===== src/rtl/bbd_pkg.sv =====
package bbd_pkg;

    // Register field widths
    localparam int FW_W = 11;
    localparam int FH_W = 13;

    // Register reset values
    localparam logic [FW_W-1:0] FRAME_WIDTH_RST  = 11'd324;
    localparam logic [FH_W-1:0] FRAME_HEIGHT_RST = 13'd244;

    // Register index, taken from paddr[3:2]
    localparam int REG_IDX_W = 2;
    localparam logic [REG_IDX_W-1:0] REG_FRAME_WIDTH  = 2'd0;
    localparam logic [REG_IDX_W-1:0] REG_FRAME_HEIGHT = 2'd1;
    localparam logic [REG_IDX_W-1:0] REG_GRAY_MODE    = 2'd2;

    // Input item kinds
    localparam logic CMD_PIXEL = 1'b0;
    localparam logic CMD_FLUSH = 1'b1;

    // Divide by three as (s * 683) >> 11, exact for s below 2048
    localparam int DIV3_MUL   = 683;
    localparam int DIV3_SHIFT = 11;
    localparam int DIV3_PROD_W = 20;

    typedef logic [7:0] pix_t;

    // What stage one needs to know about an item
    typedef struct packed {
        logic raw;      // pixel item: shift the window and write the line stores
        logic emit;     // item produces a result
        logic border;   // result position lies on the frame border
        logic last;     // result position is the last one of the frame
        logic x_odd;
        logic y_odd;
        logic gray;     // gray mode at acceptance
    } tag_t;

endpackage


===== src/rtl/bbd_interp.sv =====
module bbd_interp (
    input  logic          clk,
    input  logic          rst_n,
    input  logic          shift,
    input  logic          use_new,
    input  bbd_pkg::pix_t top,
    input  bbd_pkg::pix_t mid,
    input  bbd_pkg::pix_t px,
    input  bbd_pkg::tag_t tag,
    output bbd_pkg::pix_t red,
    output bbd_pkg::pix_t green,
    output bbd_pkg::pix_t blue,
    output bbd_pkg::pix_t gray
);

    bbd_pkg::pix_t win_reg [3][3];
    bbd_pkg::pix_t win_next [3][3];
    bbd_pkg::pix_t view [3][3];

    logic [9:0] diag, cross_sum, sum3;
    logic [8:0] horiz, vert;
    logic [bbd_pkg::DIV3_PROD_W-1:0] prod;
    bbd_pkg::pix_t r, g, b;

    // Shift left by one column, new column from the line stores and the pixel
    always_comb
    begin
        for (int i = 0; i < 3; i++)
        begin
            win_next[i][0] = win_reg[i][1];
            win_next[i][1] = win_reg[i][2];
        end
        win_next[0][2] = top;
        win_next[1][2] = mid;
        win_next[2][2] = px;
        for (int i = 0; i < 3; i++)
        begin
            for (int j = 0; j < 3; j++)
            begin
                view[i][j] = use_new ? win_next[i][j] : win_reg[i][j];
            end
        end
    end

    always_ff @(posedge clk or negedge rst_n)
    begin
        if (!rst_n)
        begin
            for (int i = 0; i < 3; i++)
            begin
                for (int j = 0; j < 3; j++)
                begin
                    win_reg[i][j] <= '0;
                end
            end
        end
        else if (shift)
        begin
            win_reg <= win_next;
        end
    end

    always_comb
    begin
        diag      = 10'(view[0][0]) + 10'(view[0][2]) + 10'(view[2][0]) + 10'(view[2][2]);
        cross_sum = 10'(view[0][1]) + 10'(view[1][0]) + 10'(view[1][2]) + 10'(view[2][1]);
        horiz = 9'(view[1][0]) + 9'(view[1][2]);
        vert  = 9'(view[0][1]) + 9'(view[2][1]);
        r = '0;
        g = '0;
        b = '0;
        if (!tag.border)
        begin
            case ({tag.y_odd, tag.x_odd})
                2'b00:
                begin
                    r = view[1][1];
                    g = cross_sum[9:2];
                    b = diag[9:2];
                end
                2'b01:
                begin
                    r = horiz[8:1];
                    g = view[1][1];
                    b = vert[8:1];
                end
                2'b10:
                begin
                    r = vert[8:1];
                    g = view[1][1];
                    b = horiz[8:1];
                end
                default:
                begin
                    r = diag[9:2];
                    g = cross_sum[9:2];
                    b = view[1][1];
                end
            endcase
        end
        sum3 = 10'(r) + 10'(g) + 10'(b);
        prod = bbd_pkg::DIV3_PROD_W'(sum3) * bbd_pkg::DIV3_PROD_W'(bbd_pkg::DIV3_MUL);
    end

    assign red   = tag.gray ? '0 : r;
    assign green = tag.gray ? '0 : g;
    assign blue  = tag.gray ? '0 : b;
    assign gray  = tag.gray ? prod[bbd_pkg::DIV3_SHIFT +: 8] : '0;

endmodule


===== config.mk =====
export PLATFORM = sky130hd
export DESIGN_NAME = bbd_interp
export DESIGN_NICKNAME = d
export VERILOG_FILES = /design/src/rtl/bbd_pkg.sv /design/src/rtl/bbd_interp.sv
export SDC_FILE = /design/constraint.sdc
export NUM_CORES = 1
export LEC_CHECK = 0
export BUFFER_PORTS_ARGS = -buffer_cell sky130_fd_sc_hd__buf_2
export CAP_MARGIN = 30
export CELL_PAD_IN_SITES_DETAIL_PLACEMENT = 1
export CELL_PAD_IN_SITES_GLOBAL_PLACEMENT = 1
export CORE_ASPECT_RATIO = 1.1
export CORE_UTILIZATION = 49
export CTS_CLUSTER_DIAMETER = 40
export DETAILED_ROUTE_END_ITERATION = 6
export PLACE_DENSITY = 0.94
export SLEW_MARGIN = 0
export SYNTH_ARGS = -nofsm -noshare
export SYNTH_HDL_FRONTEND = slang
export SYNTH_SLANG_ARGS = --single-unit
export TNS_END_PERCENT = 5

===== constraint.sdc =====
create_clock -name clk -period 12.8 [get_ports clk]
set_input_delay 1.28 -clock clk [delete_from_list [all_inputs] [get_ports clk]]
set_output_delay 1.28 -clock clk [all_outputs]
set_load 0.02 [all_outputs]

# Word level (Yosys, flattened, before mapping)
# Index checks and enable logic that the tools add are counted.
totals:
  register_bits: 72
  output_inout_bits: 32
  word_cells: 43
classes:
  add_sub_neg: 10
  multipliers: 1
  eq_ne: 2
  muxes: 19
  reduce_logical: 2
op_table:
  columns: ["cell", "n"]
  rows:
  - ["$mux 8", 17]
  - ["$pmux 8 s3", 2]
  - ["$add 8x8->9", 5]
  - ["$add 9x8->10", 3]
  - ["$add 10x8->10", 2]
  - ["$mul 10x10->19 const B", 1]
  - ["$eq 2x1->1 const B", 1]
  - ["$eq 2x2->1 const B", 1]
  - ["$logic_not 2->1", 1]
  - ["$reduce_or 2->1", 1]

# Depth between registers and ports, before layout
depth:
  ltp_word: 10
  mapped_depth: 42

# Worst setup path before layout
# OpenSTA, ideal clock, no wires.
synth_timing:
  path_kind: "input -> output"
  from: "input port use_new"
  to: "output port gray[4]"
  t_arrival_ns: 10.892
  setup_slack_ns: 0.628
  path_stages: 40
  path_buffers: 4
  path_cell_list: "buf_2 buf_2 clkbuf_1 buf_1 mux2i_1 fa_1 fa_1 inv_1 ha_1 and4b_1 a221o_1 xor2_1 a221oi_1 a221oi_1 fa_1 inv_1 fa_1 nor2b_1 [... 4 more ...] xnor2_1 xor2_1 ha_1 inv_1 fa_1 inv_1 fa_1 inv_1 fa_1 inv_1 ha_1 a21oi_1 o21ai_1 a41oi_1 o221ai_1 a41oi_1 xnor2_1 and2_1"
synth_between:
  elab_chain_len: 10
  elab_cells_between_ends: 27
  classes_between: "add/sub: 10; mul: 1; mux: 16"
synth_lines:
  columns: ["item", "line", "text"]
  rows:
  - ["start: declaration", "bbd_interp.sv:5", "input logic use_new,"]
  - ["$mux 8", "bbd_interp.sv:40", "view[i][j] = use_new ? win_next[i][j] : win_reg[i][j];"]
  - ["$add 8x8->9 (on tied branches)", "bbd_interp.sv:65, bbd_interp.sv:66", null]
  - ["$add 9x8->10 (on tied branches)", "bbd_interp.sv:65, bbd_interp.sv:66", null]
  - ["$add 10x8->10 (on tied branches)", "bbd_interp.sv:65, bbd_interp.sv:66", null]
  - ["$pmux 8 s3 / $mux 8 (equally long branches)", "bbd_interp.sv:74", "case ({tag.y_odd, tag.x_odd})"]
  - ["$mux 8", "bbd_interp.sv:72", "if (!tag.border)"]
  - ["$add 8x8->9", "bbd_interp.sv:101", "sum3 = 10'(r) + 10'(g) + 10'(b);"]
  - ["$add 9x8->10 *", "bbd_interp.sv:101", null]
  - ["$mul 10x10->19 *", "bbd_interp.sv:102", "prod = bbd_pkg::DIV3_PROD_W'(sum3) * bbd_pkg::DIV3_PROD_W'(bbd_pkg::DIV3_MUL);"]
  - ["$mux 8 *", "bbd_interp.sv:108", "assign gray = tag.gray ? prod[bbd_pkg::DIV3_SHIFT +: 8] : '0;"]
  - ["end: declaration", "bbd_interp.sv:13", "output bbd_pkg::pix_t gray"]
# Every way passes the cells marked *; elsewhere a longest branch is shown, timed or not.

# Worst setup path in the final report
# Same ends and word-level chain as after synthesis.

==> impl_metrics.yaml <==
outcome:
  outcome: "finished with violations"
  failing_checks: "design-rule violations"
critical_path:
  r2r-start: "win_next[32]"
  slowest_cp_cell: "sky130_fd_sc_hd__fa_1"
  worstPathRequired_ns: 11.52
  cpMostUsedCell: "sky130_fd_sc_hd__fa_1"
  start_kind: "input pin"
  cpLargestDelayFamily: "adder cells"
  cp_max_fo: 35
  slowest_delay_ns: 0.56
  cp_data_arrival_time_ns: 11.03
  timing.critical_path.buf_inv: 8
  timing.setup.critical_path_class: "input pin to output pin"
  timing.critical_path.from: "use_new"
  critical_path_endpoint_category: "output pin"
synth:
  synth_simple_gate_area_share_pct: 9.060
  synthCells: 857
  yosys.area_share.adder_pct: 28.62
  dominantRegCellSynth: "sky130_fd_sc_hd__dfrtp_1"
  netlist_area_sq_mm: 0.008507
  synth.most_common_cell: "sky130_fd_sc_hd__ha_1"
  postSynthRegisterBits: 72
  synth_async_sr_flop_share_pct: 100.0
  syn_area_per_cell_sq_um: 9.926
  synth_enable_flop_cells: 0
  synth-compound-area-share_pct: 13.03
  synth.area.mux_share_pct: 18.44
  yosysTopAreaCell: "sky130_fd_sc_hd__dfrtp_1"
  synthXorXnorAreaFrac_pct: 4.015
  synth.distinct_cells: 64
  synth_top_area_share_pct: 21.18
  netlist_top_cells_area: "sky130_fd_sc_hd__dfrtp_1 21%, sky130_fd_sc_hd__fa_1 14%, sky130_fd_sc_hd__ha_1 14%, sky130_fd_sc_hd__mux2_2 12%, sky130_fd_sc_hd__mux2i_1 6.0%"
  synth.net_count: 1050
  synthesis.yosys.warnings: 0
  post_synth_most_frequent_cells: "97 x sky130_fd_sc_hd__ha_1, 93 x sky130_fd_sc_hd__mux2_2, 91 x sky130_fd_sc_hd__inv_1"
  main_combinational_cell_family_by_area_after_synthesis: "adder cells"
  yosysSeqAreaShare_pct: 21.18
floorplan:
  coreArea_sq_mm: 0.01702
  die_x_extent_um: 127.6
  die_area_sq_mm: 0.01789
  floorplan.initialDensity_pct: 49.99
  die_height_um: 140.2
  num_rows: 50
  ios: 67
global_route:
  grt_pass1_wl_um: 40900
  grt_max_degree: 73
  grt_pass1_vias: 7904
  track_usage_pct: 29.71
  grt.overflow.total: 0
  number_of_antenna_violations_at_the_first_check_in_global_routing: 0
drt:
  postRouteWirelength_um: 25380
  drt_iter0_drc: 423
  routed-via-count: 6984
  detail_route.drc_violations: 2
  firstDrtPassIters: 7
  route.detailed.vias_per_inst: 6.094
  final_antenna_net_count: 0
  wire_per_inst_um: 22.15
sta:
  report.final.setup_viol: 0
  clock_skew_ns: 0.007325
  actual_transition_at_the_worst_max_transition_pin_ns: 0.9414
  finalHoldViolCount: 0
  final_max_slew_viol_count: 0
  final_worst_path_period_need_ns: 12.31
  grt_setup_unrepaired: "false"
  fin_worst_hold_slack_ns: 0.5126
  final.setup.tns_ns: 0
  post-route-period-util_pct: 96.16
  achievable-frequency_mhz: 81.24
  slew_headroom_pct: 37.24
cells_and_area:
  number_of_flip_flops_in_the_largest_register: 48
  nNetsFinal: 1100
  insertedDiodeCount: 0
  drive_above_1_share_pct: 21.05
  stdcell_count: 1146
  area.growth.synth_to_final_pct: 10.59
clocking:
  clock-sinks: 72
  clk_root_buffer_cell: "sky130_fd_sc_hd__clkbuf_16"
  cts_buffer_depth: 2
  post-cts-setup-buffer-count: 0
  htree_num_levels: 3
  cts.reportedPaths.clkPinSlew_ns: 0.06
  cts_tree: "done"
  clk-insertion-delay-late_ns: 0.34
  tritoncts.num_buffers: 9
run:
  max_cap_viol_count: 0
place:
  buffer_ports.inserted: 63
  globalplace.congestion: 0.9244
  placedCellCount: 1130
  detailedPlacementHpwl_um: 19500
worst_hold_path:
  holdCritPathClass: "flip-flop to flip-flop"
  hp-start: "win_reg[19]"
==> per-layer routing <==
metal	share of wire (%)	GRT usage, %	up-vias
li1	-	-	3133
met1	38	32.22	3498
met2	53	55.48	249
met3	3.6	3.896	104
met4	5.6	16.35	0
met5	0	0	-
==> timing repair <==
action | 4_1_cts | 5_1_grt
endpoints found under the setup margin | 0 | 7
resized for setup | 0 | 7
hold buffers | 0 | 0
==> kinds of logic after synthesis <==
group,Yosys count
xor+xnor,39
compound gates,163
fa+ha+maj,158
mux,145
buf+inv,126
simple gates,154
flops,72
==> metrics by stage <==
step / utilization (%) / instance area, sq um / setup WS (ns)
6_report: 55.29 / 9408 / 0.4910
5_1_grt: 55.29 / 9408 / 0.01982
4_1_cts: 55.04 / 9365 / 0.08656
3_5_place_dp: 53.25 / 9061 / 0.2148
3_3_place_gp: 53.25 / 9061 / 0.6030
2_1_floorplan: - / 8507 / 0.6277
==> path summary, 6_finish.rpt <==
path | slack [ns] | cells after the start | endpoint
min in group asynchronous | 1.15 | 2 | win_next[46]
max in group asynchronous | 11.03 | 2 | win_next[18]
max | 0.49 | 39 | gray[4]
min reg2reg | 0.51 | 1 | win_reg[19]
min | 0.51 | 1 | win_reg[19]
max reg2reg | 11.91 | 1 | win_next[32]
==> layout make-up <==
type	instances	area (sq um)
Fill cell	1945	7609
Multi-Input combinational cell	659	6257
Sequential cell	72	1802
Timing Repair Buffer	74	410.4
Inverter	91	341.6
Tap cell	234	292.8
Clock buffer	10	239.0
Clock inverter	6	65.06
==> layout by cell type, fill, tap and decap left out, types with 5 or more instances in the layout <==
cell type / synthesis / layout
sky130_fd_sc_hd__a211o_1: 8 / 8
sky130_fd_sc_hd__a211oi_1: 7 / 7
sky130_fd_sc_hd__a21o_1: 13 / 13
sky130_fd_sc_hd__a21oi_1: 33 / 33
sky130_fd_sc_hd__a221oi_1: 6 / 6
sky130_fd_sc_hd__a22oi_1: 5 / 5
sky130_fd_sc_hd__a31oi_1: 9 / 9
sky130_fd_sc_hd__and2_1: 9 / 9
sky130_fd_sc_hd__buf_2: 6 / 62
sky130_fd_sc_hd__buf_4: 0 / 10
sky130_fd_sc_hd__clkbuf_16: 0 / 9
sky130_fd_sc_hd__dfrtp_1: 72 / 72
sky130_fd_sc_hd__fa_1: 61 / 61
sky130_fd_sc_hd__ha_1: 97 / 97
sky130_fd_sc_hd__inv_1: 91 / 91
sky130_fd_sc_hd__mux2_2: 93 / 93
sky130_fd_sc_hd__mux2i_1: 51 / 51
sky130_fd_sc_hd__nand2_1: 28 / 28
sky130_fd_sc_hd__nand3_1: 8 / 8
sky130_fd_sc_hd__nand4_1: 6 / 6
sky130_fd_sc_hd__nand4b_1: 6 / 6
sky130_fd_sc_hd__nor2_1: 50 / 50
sky130_fd_sc_hd__nor2b_1: 9 / 9
sky130_fd_sc_hd__nor3_1: 17 / 17
sky130_fd_sc_hd__o21a_1: 10 / 10
sky130_fd_sc_hd__o21ai_0: 26 / 26
sky130_fd_sc_hd__o21ai_1: 13 / 13
sky130_fd_sc_hd__xnor2_1: 24 / 23
sky130_fd_sc_hd__xor2_1: 15 / 14
Power is not shown: default switching activity piles up to over one toggle a cycle in this logic, so the estimate is an artifact.
