$ cat src/rtl/bbd_pkg.sv
package bbd_pkg;

    // Register field widths
    localparam int FW_W = 11;
    localparam int FH_W = 13;

    // Register reset values
    localparam logic [FW_W-1:0] FRAME_WIDTH_RST  = 11'd324;
    localparam logic [FH_W-1:0] FRAME_HEIGHT_RST = 13'd244;

    // Register index, taken from paddr[3:2]
    localparam int REG_IDX_W = 2;
    localparam logic [REG_IDX_W-1:0] REG_FRAME_WIDTH  = 2'd0;
    localparam logic [REG_IDX_W-1:0] REG_FRAME_HEIGHT = 2'd1;
    localparam logic [REG_IDX_W-1:0] REG_GRAY_MODE    = 2'd2;

    // Input item kinds
    localparam logic CMD_PIXEL = 1'b0;
    localparam logic CMD_FLUSH = 1'b1;

    // Divide by three as (s * 683) >> 11, exact for s below 2048
    localparam int DIV3_MUL   = 683;
    localparam int DIV3_SHIFT = 11;
    localparam int DIV3_PROD_W = 20;

    typedef logic [7:0] pix_t;

    // What stage one needs to know about an item
    typedef struct packed {
        logic raw;      // pixel item: shift the window and write the line stores
        logic emit;     // item produces a result
        logic border;   // result position lies on the frame border
        logic last;     // result position is the last one of the frame
        logic x_odd;
        logic y_odd;
        logic gray;     // gray mode at acceptance
    } tag_t;

endpackage

$ cat src/rtl/bbd_ctrl.sv
module bbd_ctrl #(
    parameter int MAX_WIDTH  = 1024,
    parameter int MAX_HEIGHT = 4096
) (
    input  logic                          clk,
    input  logic                          rst_n,
    input  logic                          accept,
    input  logic                          cmd,
    input  logic [bbd_pkg::FW_W-1:0]      frame_width,
    input  logic [bbd_pkg::FH_W-1:0]      frame_height,
    input  logic                          gray_mode,
    output logic [$clog2(MAX_WIDTH)-1:0]  rd_addr,
    output bbd_pkg::tag_t                 tag
);

    localparam int COL_W = $clog2(MAX_WIDTH);
    localparam int ROW_W = $clog2(MAX_HEIGHT);
    localparam int PW    = $clog2(MAX_WIDTH + 3);
    localparam int CW    = ((PW > bbd_pkg::FW_W) ? PW : bbd_pkg::FW_W) + 1;
    localparam int HB    = $clog2(MAX_HEIGHT + 1);
    localparam int HW    = ((HB > bbd_pkg::FH_W) ? HB : bbd_pkg::FH_W) + 1;

    logic [COL_W-1:0] in_col_reg, in_col_next, out_col_reg, out_col_next;
    logic [ROW_W-1:0] in_row_reg, in_row_next, out_row_reg, out_row_next;
    logic [PW-1:0]    pend_reg, pend_next, pend_inc;
    logic [CW-1:0]    eff_w;
    logic [HW-1:0]    eff_h;
    logic             emit;
    logic             is_flush;

    function automatic logic [COL_W+ROW_W-1:0] advance(
        input logic [COL_W-1:0] col,
        input logic [ROW_W-1:0] row,
        input logic [CW-1:0]    w,
        input logic [HW-1:0]    h
    );
        logic [CW-1:0]    col_inc;
        logic [HW-1:0]    row_inc;
        logic [COL_W-1:0] col_n;
        logic [ROW_W-1:0] row_n;
        col_inc = CW'(col) + CW'(1);
        row_inc = HW'(row);
        col_n   = col_inc[COL_W-1:0];
        if (col_inc >= w)
        begin
            col_n   = '0;
            row_inc = HW'(row) + HW'(1);
        end
        row_n = row_inc[ROW_W-1:0];
        if (row_inc >= h)
        begin
            row_n = '0;
        end
        return {col_n, row_n};
    endfunction

    // Clamp the frame size to the supported range
    always_comb
    begin
        eff_w = CW'(frame_width);
        if (frame_width == '0)
        begin
            eff_w = CW'(1);
        end
        else if (CW'(frame_width) > CW'(MAX_WIDTH))
        begin
            eff_w = CW'(MAX_WIDTH);
        end
        eff_h = HW'(frame_height);
        if (frame_height == '0)
        begin
            eff_h = HW'(1);
        end
        else if (HW'(frame_height) > HW'(MAX_HEIGHT))
        begin
            eff_h = HW'(MAX_HEIGHT);
        end
    end

    assign is_flush = (cmd == bbd_pkg::CMD_FLUSH);
    assign pend_inc = pend_reg + PW'(1);

    always_comb
    begin
        if (is_flush)
        begin
            emit = (pend_reg != '0) && (in_col_reg == '0) && (in_row_reg == '0);
        end
        else
        begin
            emit = CW'(pend_inc) > (eff_w + CW'(1));
        end
    end

    always_comb
    begin
        in_col_next  = in_col_reg;
        in_row_next  = in_row_reg;
        out_col_next = out_col_reg;
        out_row_next = out_row_reg;
        pend_next    = pend_reg;
        if (accept)
        begin
            if (!is_flush)
            begin
                {in_col_next, in_row_next} = advance(in_col_reg, in_row_reg, eff_w, eff_h);
                pend_next = emit ? pend_reg : pend_inc;
            end
            else if (emit)
            begin
                pend_next = pend_reg - PW'(1);
            end
            if (emit)
            begin
                {out_col_next, out_row_next} = advance(out_col_reg, out_row_reg, eff_w, eff_h);
            end
        end
    end

    always_ff @(posedge clk or negedge rst_n)
    begin
        if (!rst_n)
        begin
            in_col_reg  <= '0;
            in_row_reg  <= '0;
            out_col_reg <= '0;
            out_row_reg <= '0;
            pend_reg    <= '0;
        end
        else
        begin
            in_col_reg  <= in_col_next;
            in_row_reg  <= in_row_next;
            out_col_reg <= out_col_next;
            out_row_reg <= out_row_next;
            pend_reg    <= pend_next;
        end
    end

    always_comb
    begin
        tag.raw    = !is_flush;
        tag.emit   = emit;
        tag.border = (out_col_reg == '0) || (out_row_reg == '0)
                     || ((CW'(out_col_reg) + CW'(1)) >= eff_w)
                     || ((HW'(out_row_reg) + HW'(1)) >= eff_h);
        tag.last   = ((CW'(out_col_reg) + CW'(1)) >= eff_w)
                     && ((HW'(out_row_reg) + HW'(1)) >= eff_h);
        tag.x_odd  = out_col_reg[0];
        tag.y_odd  = out_row_reg[0];
        tag.gray   = gray_mode;
    end

    assign rd_addr = in_col_reg;

endmodule

$ cat config.mk
export PLATFORM = sky130hd
export DESIGN_NAME = bbd_ctrl
export DESIGN_NICKNAME = d
export VERILOG_FILES = /design/src/rtl/bbd_pkg.sv /design/src/rtl/bbd_ctrl.sv
export SDC_FILE = /design/constraint.sdc
export NUM_CORES = 1
export LEC_CHECK = 0
export BUFFER_PORTS_ARGS = -buffer_cell sky130_fd_sc_hd__buf_2
export CELL_PAD_IN_SITES_DETAIL_PLACEMENT = 1
export CELL_PAD_IN_SITES_GLOBAL_PLACEMENT = 1
export CORE_MARGIN = 4
export CORE_UTILIZATION = 42
export DETAILED_ROUTE_END_ITERATION = 6
export HOLD_SLACK_MARGIN = 0.05
export PLACE_DENSITY = 0.79
export SYNTH_ARGS = -nofsm -noshare
export SYNTH_HDL_FRONTEND = slang
export SYNTH_SLANG_ARGS = --single-unit
$ cat constraint.sdc
create_clock -name clk -period 4.4 [get_ports clk]
set_clock_uncertainty 0.2 [all_clocks]
set_input_delay 0.22 -clock clk [delete_from_list [all_inputs] [get_ports clk]]
set_output_delay 0.22 -clock clk [all_outputs]
set_load 0.005 [all_outputs]
### After elaboration in Yosys (flattened, before gate mapping)

Cells that the tools add are included.

* bitwise operators: 1
* add/sub/neg operators: 7
* equal/unequal tests: 2
* shifts and indexed selects: 0
* order comparisons: 8
* mux-type cells: 18
* divide/modulo/power cells: 0
* multipliers: 0
* reductions and logical operators: 17

Operator list (count)
* $mux 14: 4
* $mux 13: 4
* $mux 11: 4
* $mux 12: 3
* $ge 14x14->1: 2
* $add 12x1->13 const B: 2
* $ge 11x12->1: 2
* $logic_not 12->1: 2
* $add 10x1->11 const B: 2
* $logic_not 10->1: 2
* $mux 10: 2
* $ge 13x14->1: 1
* $gt 13x13->1 const B: 1
* $logic_not 13->1: 1
* $add 12x1->12 const B: 1
* $gt 11x12->1: 1
* $add 11x1->11 const B: 1
* $gt 11x11->1 const B: 1
* $logic_not 11->1: 1
* $reduce_bool 11->1: 1
* $sub 11x1->11 const B: 1
* $reduce_and 2->1: 2
* $logic_and 1x1->1: 3
* $logic_or 1x1->1: 3
* other kinds (6): 6

* input port bits: 29
* word-level logic and storage cells: 58
* bits in registers: 55
* memories: 0
* memory bits (read-only): 0
* output and inout bits: 17
* bits in writable memories: 0
* latch bits: 0

### Longest topological paths before layout

Gate-level depths: netlist of run 1.

* word-level depth: 10
* gate-level depth with buffers: 23
* gate-level depth less buffers: 21

### Worst setup path after synthesis of run 1

No wires, ideal clock.

* path kind: register to register
* start point: register in_col_reg[2], in the netlist rd_addr[2]
* end point: register in_row_reg[7]
* path buffers: 4
* library setup time: 82 ps
* slack: -248 ps
* stages on the path, launching flop included: 24
* arrival time: 4366 ps
* period minus slack after synthesis: 4648 ps
* cells stage by stage: dfrtp_1 > buf_2 > nand3_1 > nor2_1 > and2_1 > and3_1 > xor2_1 > ha_1 > a21o_1 > a21oi_1 > nor2b_1 > a2111o_1 > buf_2 > buf_2 > xnor2_1 > ha_1 > nand2b_1 > a2111o_1 > a31oi_1 > o211ai_1 > nand2_1 > clkbuf_1 > a41oi_1 > a31oi_1

* word-level cells in the longest chain between the ends: 7

RTL lines
* start, declared: RTL line bbd_ctrl.sv:23 `logic [COL_W-1:0] in_col_reg, in_col_next, out_col_reg, out_col_next;`
* start signal, assigned: RTL line bbd_ctrl.sv:132 `in_col_reg <= in_col_next;`
* $add 10x1->11 (*): RTL line bbd_ctrl.sv:41 `col_inc = CW'(col) + CW'(1);`
* $ge 11x12->1 (*): RTL line bbd_ctrl.sv:44 `if (col_inc >= w)`
* $mux 13 (*): RTL line bbd_ctrl.sv:44
* $mux 14 (*): RTL line bbd_ctrl.sv:104 `if (!is_flush)`
* $mux 14 (*): RTL line bbd_ctrl.sv:102 `if (accept)`
* $ge 14x14->1: RTL line bbd_ctrl.sv:50 `if (row_inc >= h)`
* $mux 12 (*): RTL line bbd_ctrl.sv:50
* end signal, assigned: RTL line bbd_ctrl.sv:133 `in_row_reg <= in_row_next;`
* end, declared: RTL line bbd_ctrl.sv:24 `logic [ROW_W-1:0] in_row_reg, in_row_next, out_row_reg, out_row_next;`

Every way passes the cells marked *; elsewhere a longest branch is shown, timed or not. The select of a mux whose other input is x is not followed.
A chain may end at the register's enable or synchronous reset.

### Final worst setup path of run 1

* start point: register in_col_reg[2], in the netlist rd_addr[2]
* end point: register in_row_reg[5]

The elaborated chain is that of the path after synthesis.

==> results of run 1 <==
-- final timing paths --
check / start / end / slack [ns] / cells past startpoint
setup reg to reg: rd_addr[2] / in_row_reg[5] / -0.39 / 22
max in group asynchronous: rst_n / out_row_reg[1] / 2.81 / 3
setup / recovery: rd_addr[2] / in_row_reg[5] / -0.39 / 22
min in group asynchronous: rst_n / rd_addr[8] / 0.31 / 2
hold / removal: accept / pend_reg[10] / 0.21 / 4
hold reg to reg: rd_addr[8] / rd_addr[8] / 0.34 / 2
-- through the flow --
stage	hold WS, ns	utilization	worst slack [ns]	cell area, um2	power [mW]
global route	0.2296	0.5629	-0.6166	7844	3.398
finish	0.2060	0.5629	-0.3884	7844	3.164
floorplan	-0.2756	-	0.008836	6032	1.878
detailed placement	0.1120	0.4928	-0.4851	6867	2.424
CTS	0.2054	0.5369	-0.1576	7481	3.004
global placement	0.09934	0.4928	-0.2233	6867	2.298
-- worst reg2reg max path: cells and delay by family (launching register included) --
kind | cells | cell delay [ns]
compound gates | 7 | 1.77
simple gates | 7 | 0.87
fa+ha+maj | 2 | 0.64
buf+inv | 4 | 0.54
flops | 1 | 0.37
xor+xnor | 2 | 0.31
-- power by group through the flow --
stage          clock (mW)  combinational, mW  sequential (mW)
6_report            0.444               1.84            0.879
5_1_grt             0.477               2.02            0.903
4_1_cts             0.448               1.70            0.857
3_3_place_gp            0               1.46            0.837
3_5_place_dp            0               1.57            0.855
2_1_floorplan           0               1.14            0.734
-- cells by family after synthesis --
| group | count (synthesis) | synth area share |
|---|---|---|
| and+or+nand+nor | 303 | 0.2548 |
| DFF | 55 | 0.2299 |
| xor gates and xnor gates | 67 | 0.09801 |
| AOI/OAI and AO/OA | 151 | 0.1824 |
| buffers and inverters | 74 | 0.05643 |
| adders and majority gates | 82 | 0.1714 |
| muxes | 4 | 0.007105 |
-- timing repair --
item	in CTS	in global routing
setup buffers	16	7
resized for setup	49	61
gates cloned	3	1
pin swaps	34	43
hold buffers	1	0
hold endpoints to repair	28	0
endpoints found under the setup margin	24	28
-- placed cells by master (no fill, tap or decap), types with 11 or more instances in the layout --
master	instances
nand4_1	11
and2_1	11
inv_1	26
buf_4	93
nand3_1	41
xor2_1	22
o21ai_0	32
nand2_1	91
a31oi_1	20
and3_1	20
buf_2	43
xnor2_1	32
nor2_1	34
nor3_1	15
a21oi_1	11
dfrtp_1	55
ha_1	80
-- layer usage --
metal  vias to the layer above  wire length (um)
li1                       2884                 -
met1                      3177              9202
met2                       187             11980
met3                        60               889
met4                         0               922
met5                         -                 0
-- final cells by class --
| type | count | area, um2 | share of cell area |
|---|---|---|---|
| Inverter | 29 | 108.9 | 0.01388 |
| Sequential cell | 55 | 1376 | 0.1755 |
| Tap cell | 180 | 225.2 | 0.02871 |
| Timing Repair Buffer | 153 | 1199 | 0.1528 |
| Multi-Input combinational cell | 607 | 4780 | 0.6093 |
| Clock buffer | 6 | 138.9 | 0.01771 |
| Clock inverter | 2 | 16.27 | 0.002074 |
==> flow_summary.json, run 1 <==
{
  "status": "complete, but fails checks",
  "violations": "setup timing",
  "path_cells": "buf_4, buf_4, nand3_1, xnor2_2, ha_1, o21a_1, o211ai_1, o21ai_0, a2111o_1, nand4_4, nor2_4, xor2_1, ha_1, nand4_1, nor2_2, a2111oi_4, o211ai_1, nand2_2, buf_12, buf_16, nand2_1, a31oi_1",
  "synth_ff_type": "dfrtp_1",
  "antenna_found_initial": 0,
  "slowest_stage": "a2111o_1",
  "power_per_cell_area_mw_per_mm2": 403.3,
  "grt-ovfl-total": 0,
  "grt_use_met3": 0.03261,
  "arrival_ns": 4.81,
  "crit_type": "reg -> reg",
  "clk_path_buf_depth": 2,
  "syn_area_mm2": 0.005987,
  "grt_pass1_wl_um": 34360,
  "ys_ff_latch": 55,
  "use_met1": 0.3136,
  "cts_inserted_buffers": 5,
  "setup_slack_ns": -0.3884,
  "insertion_delay_ns": 0.32,
  "cts_tree": "done",
  "power.share.clock": 0.140,
  "syn-instance-count": 736,
  "synth_common_cells": "nand2_1 (101), ha_1 (82), dfrtp_1 (55)",
  "die_y_um": 127.4,
  "routed_wl_um": 23000,
  "boundaryPins": 46,
  "antenna_cells": 0,
  "setup_viol": 24,
  "dieWidth_um": 127.4,
  "grt_use_total": 0.2625,
  "synth_edf_count": 0,
  "rsz0062_at_grt": "yes",
  "dr.pass1.iters": 5,
  "crit_buf_inv": 4,
  "yosysWarnings": 0,
  "grt_pass1_vias": 6692,
  "switchingPower_mw": 1.462,
  "crit_fanout": 8,
  "vias": 6308,
  "htreeDepth": 2,
  "holdCritPathClass": "in -> reg",
  "fin_nets": 962,
  "timing.final.crit_share": 1.088,
  "initial_core_util": 0.4296,
  "p_comb_frac": 0.582,
  "cts.clk_slew.worst_paths_ns": 0.08,
  "cp.required_ns": 4.42,
  "clock_sinks": 55,
  "grt_max_degree": 30,
  "seqPwrFrac": 0.278,
  "drv_cap": 0,
  "post_drt_wl_per_cell_um": 22.28,
  "end_kind": "register",
  "dpl.cell_count": 998,
  "use_met2": 0.4785,
  "fmax_mhz": 208.8,
  "ys_top_cells_by_area": "dfrtp_1 (23%), ha_1 (17%), nand2_1 (6.3%)",
  "syn-num-nets": 847,
  "ys_seq_area_frac": 0.2299,
  "tns_ns": -7.241,
  "swShare": 0.4620,
  "post-route-drc-count": 0,
  "yosys.cell_count.top_type": "nand2_1",
  "p_int_mw": 1.702,
  "start_kind": "register",
  "syn2layout_area_growth_pct": 31.01,
  "final_hold_viol_count": 0,
  "routed_via_density": 6.112,
  "critPathTopFamily": "compound AO/OA/AOI/OAI gates",
  "dieArea_mm2": 0.01623,
  "core_area_mm2": 0.01393,
  "ir_worst_vdd_uv": 172.9,
  "synth_top_area_share": 0.2299,
  "drtIter0Drc": 371,
  "nFillCells": 1686,
  "max_stage_delay_ns": 0.59,
  "synth.distinct_cells": 70,
  "drive_above_1_share": 0.2969,
  "clockRootBuffer": "clkbuf_16",
  "synth_top_area_cell": "dfrtp_1",
  "fin_crit_ns": 4.788,
  "final_max_slew_viol_count": 0,
  "leakagePower_nw": 3.574,
  "synth.avg_cell_area_um2": 8.135,
  "instances_no_fill": 1032,
  "ant_nets": 0,
  "synthArstFlopShare": 1.000,
  "place_congestion": 0.8988,
  "worstMarginPinSlew_ns": 0.7532,
  "row_count": 43,
  "dpl.hpwl_um": 15470,
  "slew_headroom": 0.4979,
  "grt-busiest-layer": "met2",
  "io_buffer_count": 43
}
Power figures use the tool's default switching activity.
==> run 2: changes to the inputs <==
--- a/config.mk
+++ b/config.mk
@@ -9,10 +9,11 @@
 export CELL_PAD_IN_SITES_DETAIL_PLACEMENT = 1
 export CELL_PAD_IN_SITES_GLOBAL_PLACEMENT = 1
 export CORE_MARGIN = 4
-export CORE_UTILIZATION = 42
+export CORE_UTILIZATION = 43
+export CTS_BUF_LIST = sky130_fd_sc_hd__clkbuf_2
 export DETAILED_ROUTE_END_ITERATION = 6
 export HOLD_SLACK_MARGIN = 0.05
-export PLACE_DENSITY = 0.79
+export PLACE_DENSITY = 0.8
 export SYNTH_ARGS = -nofsm -noshare
 export SYNTH_HDL_FRONTEND = slang
 export SYNTH_SLANG_ARGS = --single-unit
==> run 2 against run 1 <==
  * The flow still finishes with violations (setup timing)
  * Global-route usage rose by 0.44 points
  * Flip-flop and latch count is the same
  * Routed wire length down 2.2%
  * Critical path depth is 1 lower
  * Total power fell by 2.5%
  * Clock-buffer cell count fell by 1
  * Die area shrank 2.2%
  * Critical endpoint is now in_row_reg[8]
  * Non-clock buffer count up 41
  * Core utilization increased by 4.8 points
  * Sequential share of layout area down 0.73 points
  * Largest cell class unchanged
  * Combinational power up 6%
==> flow_summary.json, run 2 (synthesis gave the netlist of run 1 again) <==
{
  "status": "complete, but fails checks",
  "violations": "setup timing",
  "nFillCells": 1641,
  "cts_inserted_buffers": 5,
  "syn2layout_area_growth_pct": 37.18,
  "initial_core_util": 0.4450,
  "r2r_slack_ns": -0.44,
  "max_stage_delay_ns": 0.56,
  "leakagePower_nw": 3.776,
  "drv_cap": 0,
  "antenna_cells": 0,
  "tns_ns": -7.107,
  "final_max_slew_viol_count": 0,
  "rsz0062_at_grt": "yes",
  "worstMarginPinSlew_ns": 0.8252,
  "grt-ovfl-total": 0,
  "final_hold_viol_count": 0,
  "dpl.hpwl_um": 15090,
  "ant_nets": 0,
  "r2r_cells": 21,
  "grt_use_total": 0.2669,
  "core_area_mm2": 0.01345,
  "drtIter0Drc": 277,
  "cp.required_ns": 4.69,
  "insertion_delay_ns": 0.59,
  "crit_fanout": 6,
  "multi_input_area_mm2": 0.004923,
  "post_drt_wl_per_cell_um": 21.05,
  "clockRootBuffer": "clkbuf_2",
  "path_cells": "inv_1, buf_4, nor3_1, xnor2_1, ha_1, a21oi_1, o21ai_0, a2111o_2, nand4_4, nor2_2, xor2_1, ha_1, nand4_1, nor2_2, a2111oi_4, o211ai_1, nand2_2, buf_6, buf_16, a31oi_4, a31oi_1",
  "antenna_found_initial": 0,
  "critPathCapture": "in_row_reg[8]",
  "regArea_mm2": 0.001381,
  "end_kind": "register",
  "layout.cells.most_common": "buf_4",
  "boundaryPins": 46,
  "crit_type": "reg -> reg",
  "slowest_stage": "a2111o_2",
  "mostFrequentLayoutCells": "buf_4 (123), nand2_1 (93), ha_1 (78)",
  "fin_area_mm2": 0.008213,
  "setup_viol": 24,
  "dieWidth_um": 126.0,
  "row_count": 42,
  "grt_pass1_wl_um": 34920,
  "timing.final.crit_share": 1.100,
  "place_congestion": 0.9647,
  "setup_slack_ns": -0.4383,
  "htreeDepth": 2,
  "power_per_cell_area_mw_per_mm2": 375.5,
  "fmax_mhz": 206.7,
  "routed_wl_um": 22500,
  "dpl_cell_area_mm2": 0.006914,
  "start_kind": "register",
  "arrival_ns": 5.13,
  "crit_start": "rd_addr[1]",
  "dr.pass1.iters": 4,
  "clk_path_buf_depth": 2,
  "clock_sinks": 55,
  "cts.clk_slew.worst_paths_ns": 0.39,
  "die_y_um": 126.0,
  "dieArea_mm2": 0.01587,
  "ir_worst_vdd_uv": 208.0,
  "pre_cts_ws_ns": -0.5244,
  "slew_headroom": 0.4498,
  "r2r_start": "rd_addr[1]",
  "grt_max_degree": 56,
  "grt_pass1_vias": 6941,
  "fin_crit_ns": 4.838,
  "post-route-drc-count": 0,
  "drive_above_1_share": 0.3505,
  "fin_util": 0.6105,
  "routed_via_density": 5.988,
  "cts_tree": "done",
  "vias": 6401,
  "reg2reg_to": "in_row_reg[8]",
  "holdCritPathClass": "in -> out",
  "fin_nets": 1003,
  "io_buffer_count": 43
}
## run 2: per-layer routing
| metal | routed length (um) | part of all wire | vias up | global-route usage |
|---|---|---|---|---|
| met5 | 0 | 0 | - | 0 |
| met4 | 605 | 0.027 | 0 | 0.09905 |
| met3 | 698 | 0.031 | 54 | 0.02964 |
| met2 | 11830 | 0.53 | 150 | 0.4873 |
| met1 | 9367 | 0.42 | 3217 | 0.3216 |
| li1 | - | - | 2980 | - |
## run 2: repair_timing
action	4_1_cts	5_1_grt
pin swaps	48	43
cloned	6	0
setup buffers	31	20
hold endpoints to repair	70	0
resized for setup	93	52
setup endpoints to repair	26	29
hold buffers	4	0
## run 2: area by class of cell
cell class                 instances  area share
clock buffer                       5    0.003047
timing repair buffer             194      0.1857
clock inverter                     3    0.003199
multi-input combinational        607      0.5995
inverter                          29     0.01356
tap                              176     0.02681
sequential                        55      0.1682
## run 2: worst min-delay path by stage
stage	from	to	slack, ns	cells after the start
after detailed placement	rst_n	rd_addr[8]	0.24	2
final	gray_mode	tag[0]	0.24	0
after global placement	rst_n	rd_addr[0]	0.23	2
after global routing	gray_mode	tag[0]	0.24	0
after floorplan	rst_n	in_row_reg[0]	-0.28	0
after CTS	gray_mode	tag[0]	0.24	0
## run 2: metrics by stage
| stage | power [mW] | instances | hold slack [ns] |
|---|---|---|---|
| 5_1_grt | 3.315 | 1069 | 0.2400 |
| 3_3_place_gp | 2.290 | 1001 | 0.2287 |
| 2_1_floorplan | 1.878 | 736 | -0.2756 |
| 4_1_cts | 2.878 | 1049 | 0.2401 |
| 6_report | 3.084 | 1069 | 0.2400 |
| 3_5_place_dp | 2.425 | 1001 | 0.2353 |
## run 2: power breakdown
part           internal [mW]  switching, mW  leakage, nW
registers              0.628          0.245        0.688
logic                  0.925           1.02         3.05
clock network         0.0458          0.215       0.0339
## run 2: critical path: cells and delay by family (launching register included)
family,cells,cell delay [ns]
adder cells (fa/ha/maj),2,0.61
buffers and inverters,4,0.54
XOR/XNOR,2,0.43
AND/OR/NAND/NOR,6,0.84
AO/OA/AOI/OAI,7,1.60
flip-flops,1,0.53
==> run 3: changes to the inputs <==
--- a/config.mk
+++ b/config.mk
@@ -5,13 +5,15 @@
 export SDC_FILE = /design/constraint.sdc
 export NUM_CORES = 1
 export LEC_CHECK = 0
+export ABC_AREA = 1
 export BUFFER_PORTS_ARGS = -buffer_cell sky130_fd_sc_hd__buf_2
 export CELL_PAD_IN_SITES_DETAIL_PLACEMENT = 1
 export CELL_PAD_IN_SITES_GLOBAL_PLACEMENT = 1
 export CORE_MARGIN = 4
-export CORE_UTILIZATION = 43
+export CORE_UTILIZATION = 41
 export CTS_BUF_LIST = sky130_fd_sc_hd__clkbuf_2
 export DETAILED_ROUTE_END_ITERATION = 6
+export GPL_TIMING_DRIVEN = 0
 export HOLD_SLACK_MARGIN = 0.05
 export PLACE_DENSITY = 0.8
 export SYNTH_ARGS = -nofsm -noshare
==> run 3 against run 2 <==
  * The run still ends with setup timing left
  * Die area rose by 5.9%
  * Sequential power barely moved
  * First-iteration DRC count rose by 7.2%
  * Final area fell by 9.3%
  * Maximum frequency rose by 7.5%
  * Global-route usage fell by 4.8 points
  * Hold slack improved by 0.0034 ns
  * Critical path type unchanged
==> flow_summary.json, run 3 <==
{
  "status": "complete, but fails checks",
  "violations": "setup timing",
  "clockRootBuffer": "clkbuf_2",
  "grt_use_total": 0.2194,
  "tns_ns": -0.8652,
  "core_area_mm2": 0.01453,
  "synth_common_cells": "nand2_1 (266), inv_1 (131), ha_1 (82)",
  "fin_crit_ns": 4.500,
  "grt_pass1_wl_um": 29800,
  "setup_slack_ns": -0.1001,
  "reg2reg_to": "out_row_reg[2]",
  "dieArea_mm2": 0.01681,
  "arrival_ns": 4.79,
  "drive_above_1_share": 0.2020,
  "post_drt_wl_per_cell_um": 17.30,
  "start_kind": "register",
  "whs_path_depth": 8,
  "boundaryPins": 46,
  "hold_path.startpoint": "frame_height[11]",
  "synth.avg_cell_area_um2": 6.673,
  "cts_inserted_buffers": 5,
  "worstMarginPinSlew_ns": 0.7804,
  "ys_ff_latch": 55,
  "synth_top_area_cell": "dfrtp_1",
  "dieWidth_um": 129.6,
  "ir_worst_vdd_uv": 203.9,
  "grt_max_degree": 56,
  "design_power_total_mw": 3.758,
  "post-route-drc-count": 0,
  "antenna_cells": 0,
  "grt-ovfl-total": 0,
  "synth.distinct_cells": 44,
  "slowest_stage": "dfrtp_1",
  "final_max_slew_viol_count": 0,
  "timing.final.crit_share": 1.023,
  "vias": 6333,
  "dpl.hpwl_um": 14360,
  "syn2layout_area_growth_pct": 22.79,
  "synth_edf_count": 0,
  "crit_fanout": 6,
  "fin_util": 0.5125,
  "ys_top_cells_by_area": "dfrtp_1 (23%), ha_1 (17%), nand2_1 (16%)",
  "syn-num-nets": 1020,
  "crit_top_cell": "nand2_1",
  "fin_nets": 1115,
  "routed_wl_um": 20570,
  "crit_start": "out_col_reg[1]",
  "ys_seq_area_frac": 0.2269,
  "cp.required_ns": 4.69,
  "instances_no_fill": 1189,
  "power_per_cell_area_mw_per_mm2": 504.5,
  "slew_headroom": 0.4797,
  "clk_path_buf_depth": 2,
  "layout.cells.most_common": "nand2_1",
  "drt-met1-wl_um": 9461,
  "antenna_found_initial": 0,
  "io_buffer_count": 42,
  "cts.clk_slew.worst_paths_ns": 0.27,
  "holdCritPathClass": "in -> reg",
  "leakagePower_nw": 4.057,
  "grt_pass1_vias": 6137,
  "place_congestion": 0.8632,
  "yosys.cell_count.top_type": "nand2_1",
  "yosysWarnings": 0,
  "r2r_start": "out_col_reg[1]",
  "crit_type": "reg -> reg",
  "wl_met2_um": 10290,
  "r2r_slack_ns": -0.10,
  "r2r_cells": 27,
  "pre_cts_ws_ns": -1.105,
  "ant_nets": 0,
  "final_hold_viol_count": 0,
  "dr.pass1.iters": 4,
  "rsz0062_at_grt": "yes",
  "htreeDepth": 2,
  "routed_via_density": 5.326,
  "dr_wl_met3_um": 554,
  "end_kind": "register",
  "synth_top_area_share": 0.2269,
  "mostFrequentLayoutCells": "nand2_1 (248), inv_1 (126), ha_1 (73)",
  "fmax_mhz": 222.2,
  "synthArstFlopShare": 1.000,
  "row_count": 44,
  "top_layer_used": "met4",
  "drv_cap": 0,
  "worstHoldEndpoint": "out_row_reg[6]",
  "syn-instance-count": 909,
  "cts_tree": "done",
  "setup_viol": 11,
  "clock_sinks": 55,
  "synth_ff_type": "dfrtp_1",
  "syn_area_mm2": 0.006066,
  "insertion_delay_ns": 0.60,
  "drtIter0Drc": 297,
  "max_stage_delay_ns": 0.48,
  "dpl.cell_count": 1135,
  "die_y_um": 129.6,
  "initial_core_util": 0.4174
}
==> run 3: how the worst max path moves through the flow <==
| stage | cells past startpoint | slack, ns | end |
|---|---|---|---|
| global route | 27 | -0.33 | out_row_reg[3] |
| floorplan | 27 | 0.02 | in_row_reg[10] |
| CTS | 31 | 0.01 | out_row_reg[10] |
| global placement | 27 | -1.05 | in_row_reg[10] |
| finish | 27 | -0.10 | out_row_reg[2] |
| detailed placement | 27 | -1.11 | in_row_reg[6] |
==> run 3: area by class of cell <==
class / instances / area (um2)
Clock inverter: 3 / 22.52
Multi-Input combinational cell: 695 / 4494
Fill cell: 1934 / 7086
Inverter: 135 / 506.7
Sequential cell: 55 / 1381
Buffer: 24 / 187.7
Timing Repair Buffer: 88 / 600.6
Tap cell: 184 / 230.2
Clock buffer: 5 / 25.02
==> run 3: cell families after synthesis <==
group	Yosys count	share of synthesized area
and+or+nand+nor	480	0.3492
buffers and inverters	159	0.1054
AOI/OAI and AO/OA	82	0.07570
xor gates and xnor gates	51	0.07364
DFF	55	0.2269
adders and majority gates	82	0.1691
==> run 3: what timing repair did <==
action                     4_1_cts  5_1_grt
pin swaps                        4       54
setup endpoints to repair       24       44
resized for setup               22      107
setup buffers                   11       29
gates cloned                     1        1
hold buffers                     3        1
hold endpoints to repair        79       18
==> run 3: layer usage <==
metal  vias to the layer above  global-route usage
met5                         -                   0
met4                         0             0.05012
met1                      3081              0.2969
li1                       3135                   -
met3                        18             0.02473
met2                        99              0.3764
==> run 3: critical path, delay by kind of cell (launching register included) <==
kind                       cells  cell delay (ns)
and+or+nand+nor               17             1.73
AOI/OAI and AO/OA              5             0.79
adders and majority gates      2             0.59
DFF                            1             0.48
buffers and inverters          2             0.33
xor gates and xnor gates       1             0.32
==> run 3: report_power, final <==
group	total [mW]	switching, mW	internal (mW)
Combinational	2.65	1.58	1.06
Clock	0.240	0.199	0.0418
Sequential	0.871	0.202	0.669
Total	3.76	1.98	1.77
==> run 3: metrics by stage <==
step	hold WS [ns]	instance area, um2
after CTS	0.1308	6749
after global routing	0.2825	7448
after floorplan	-0.2756	6066
final	0.2434	7448
after global placement	0.2951	6506
after detailed placement	0.3152	6506
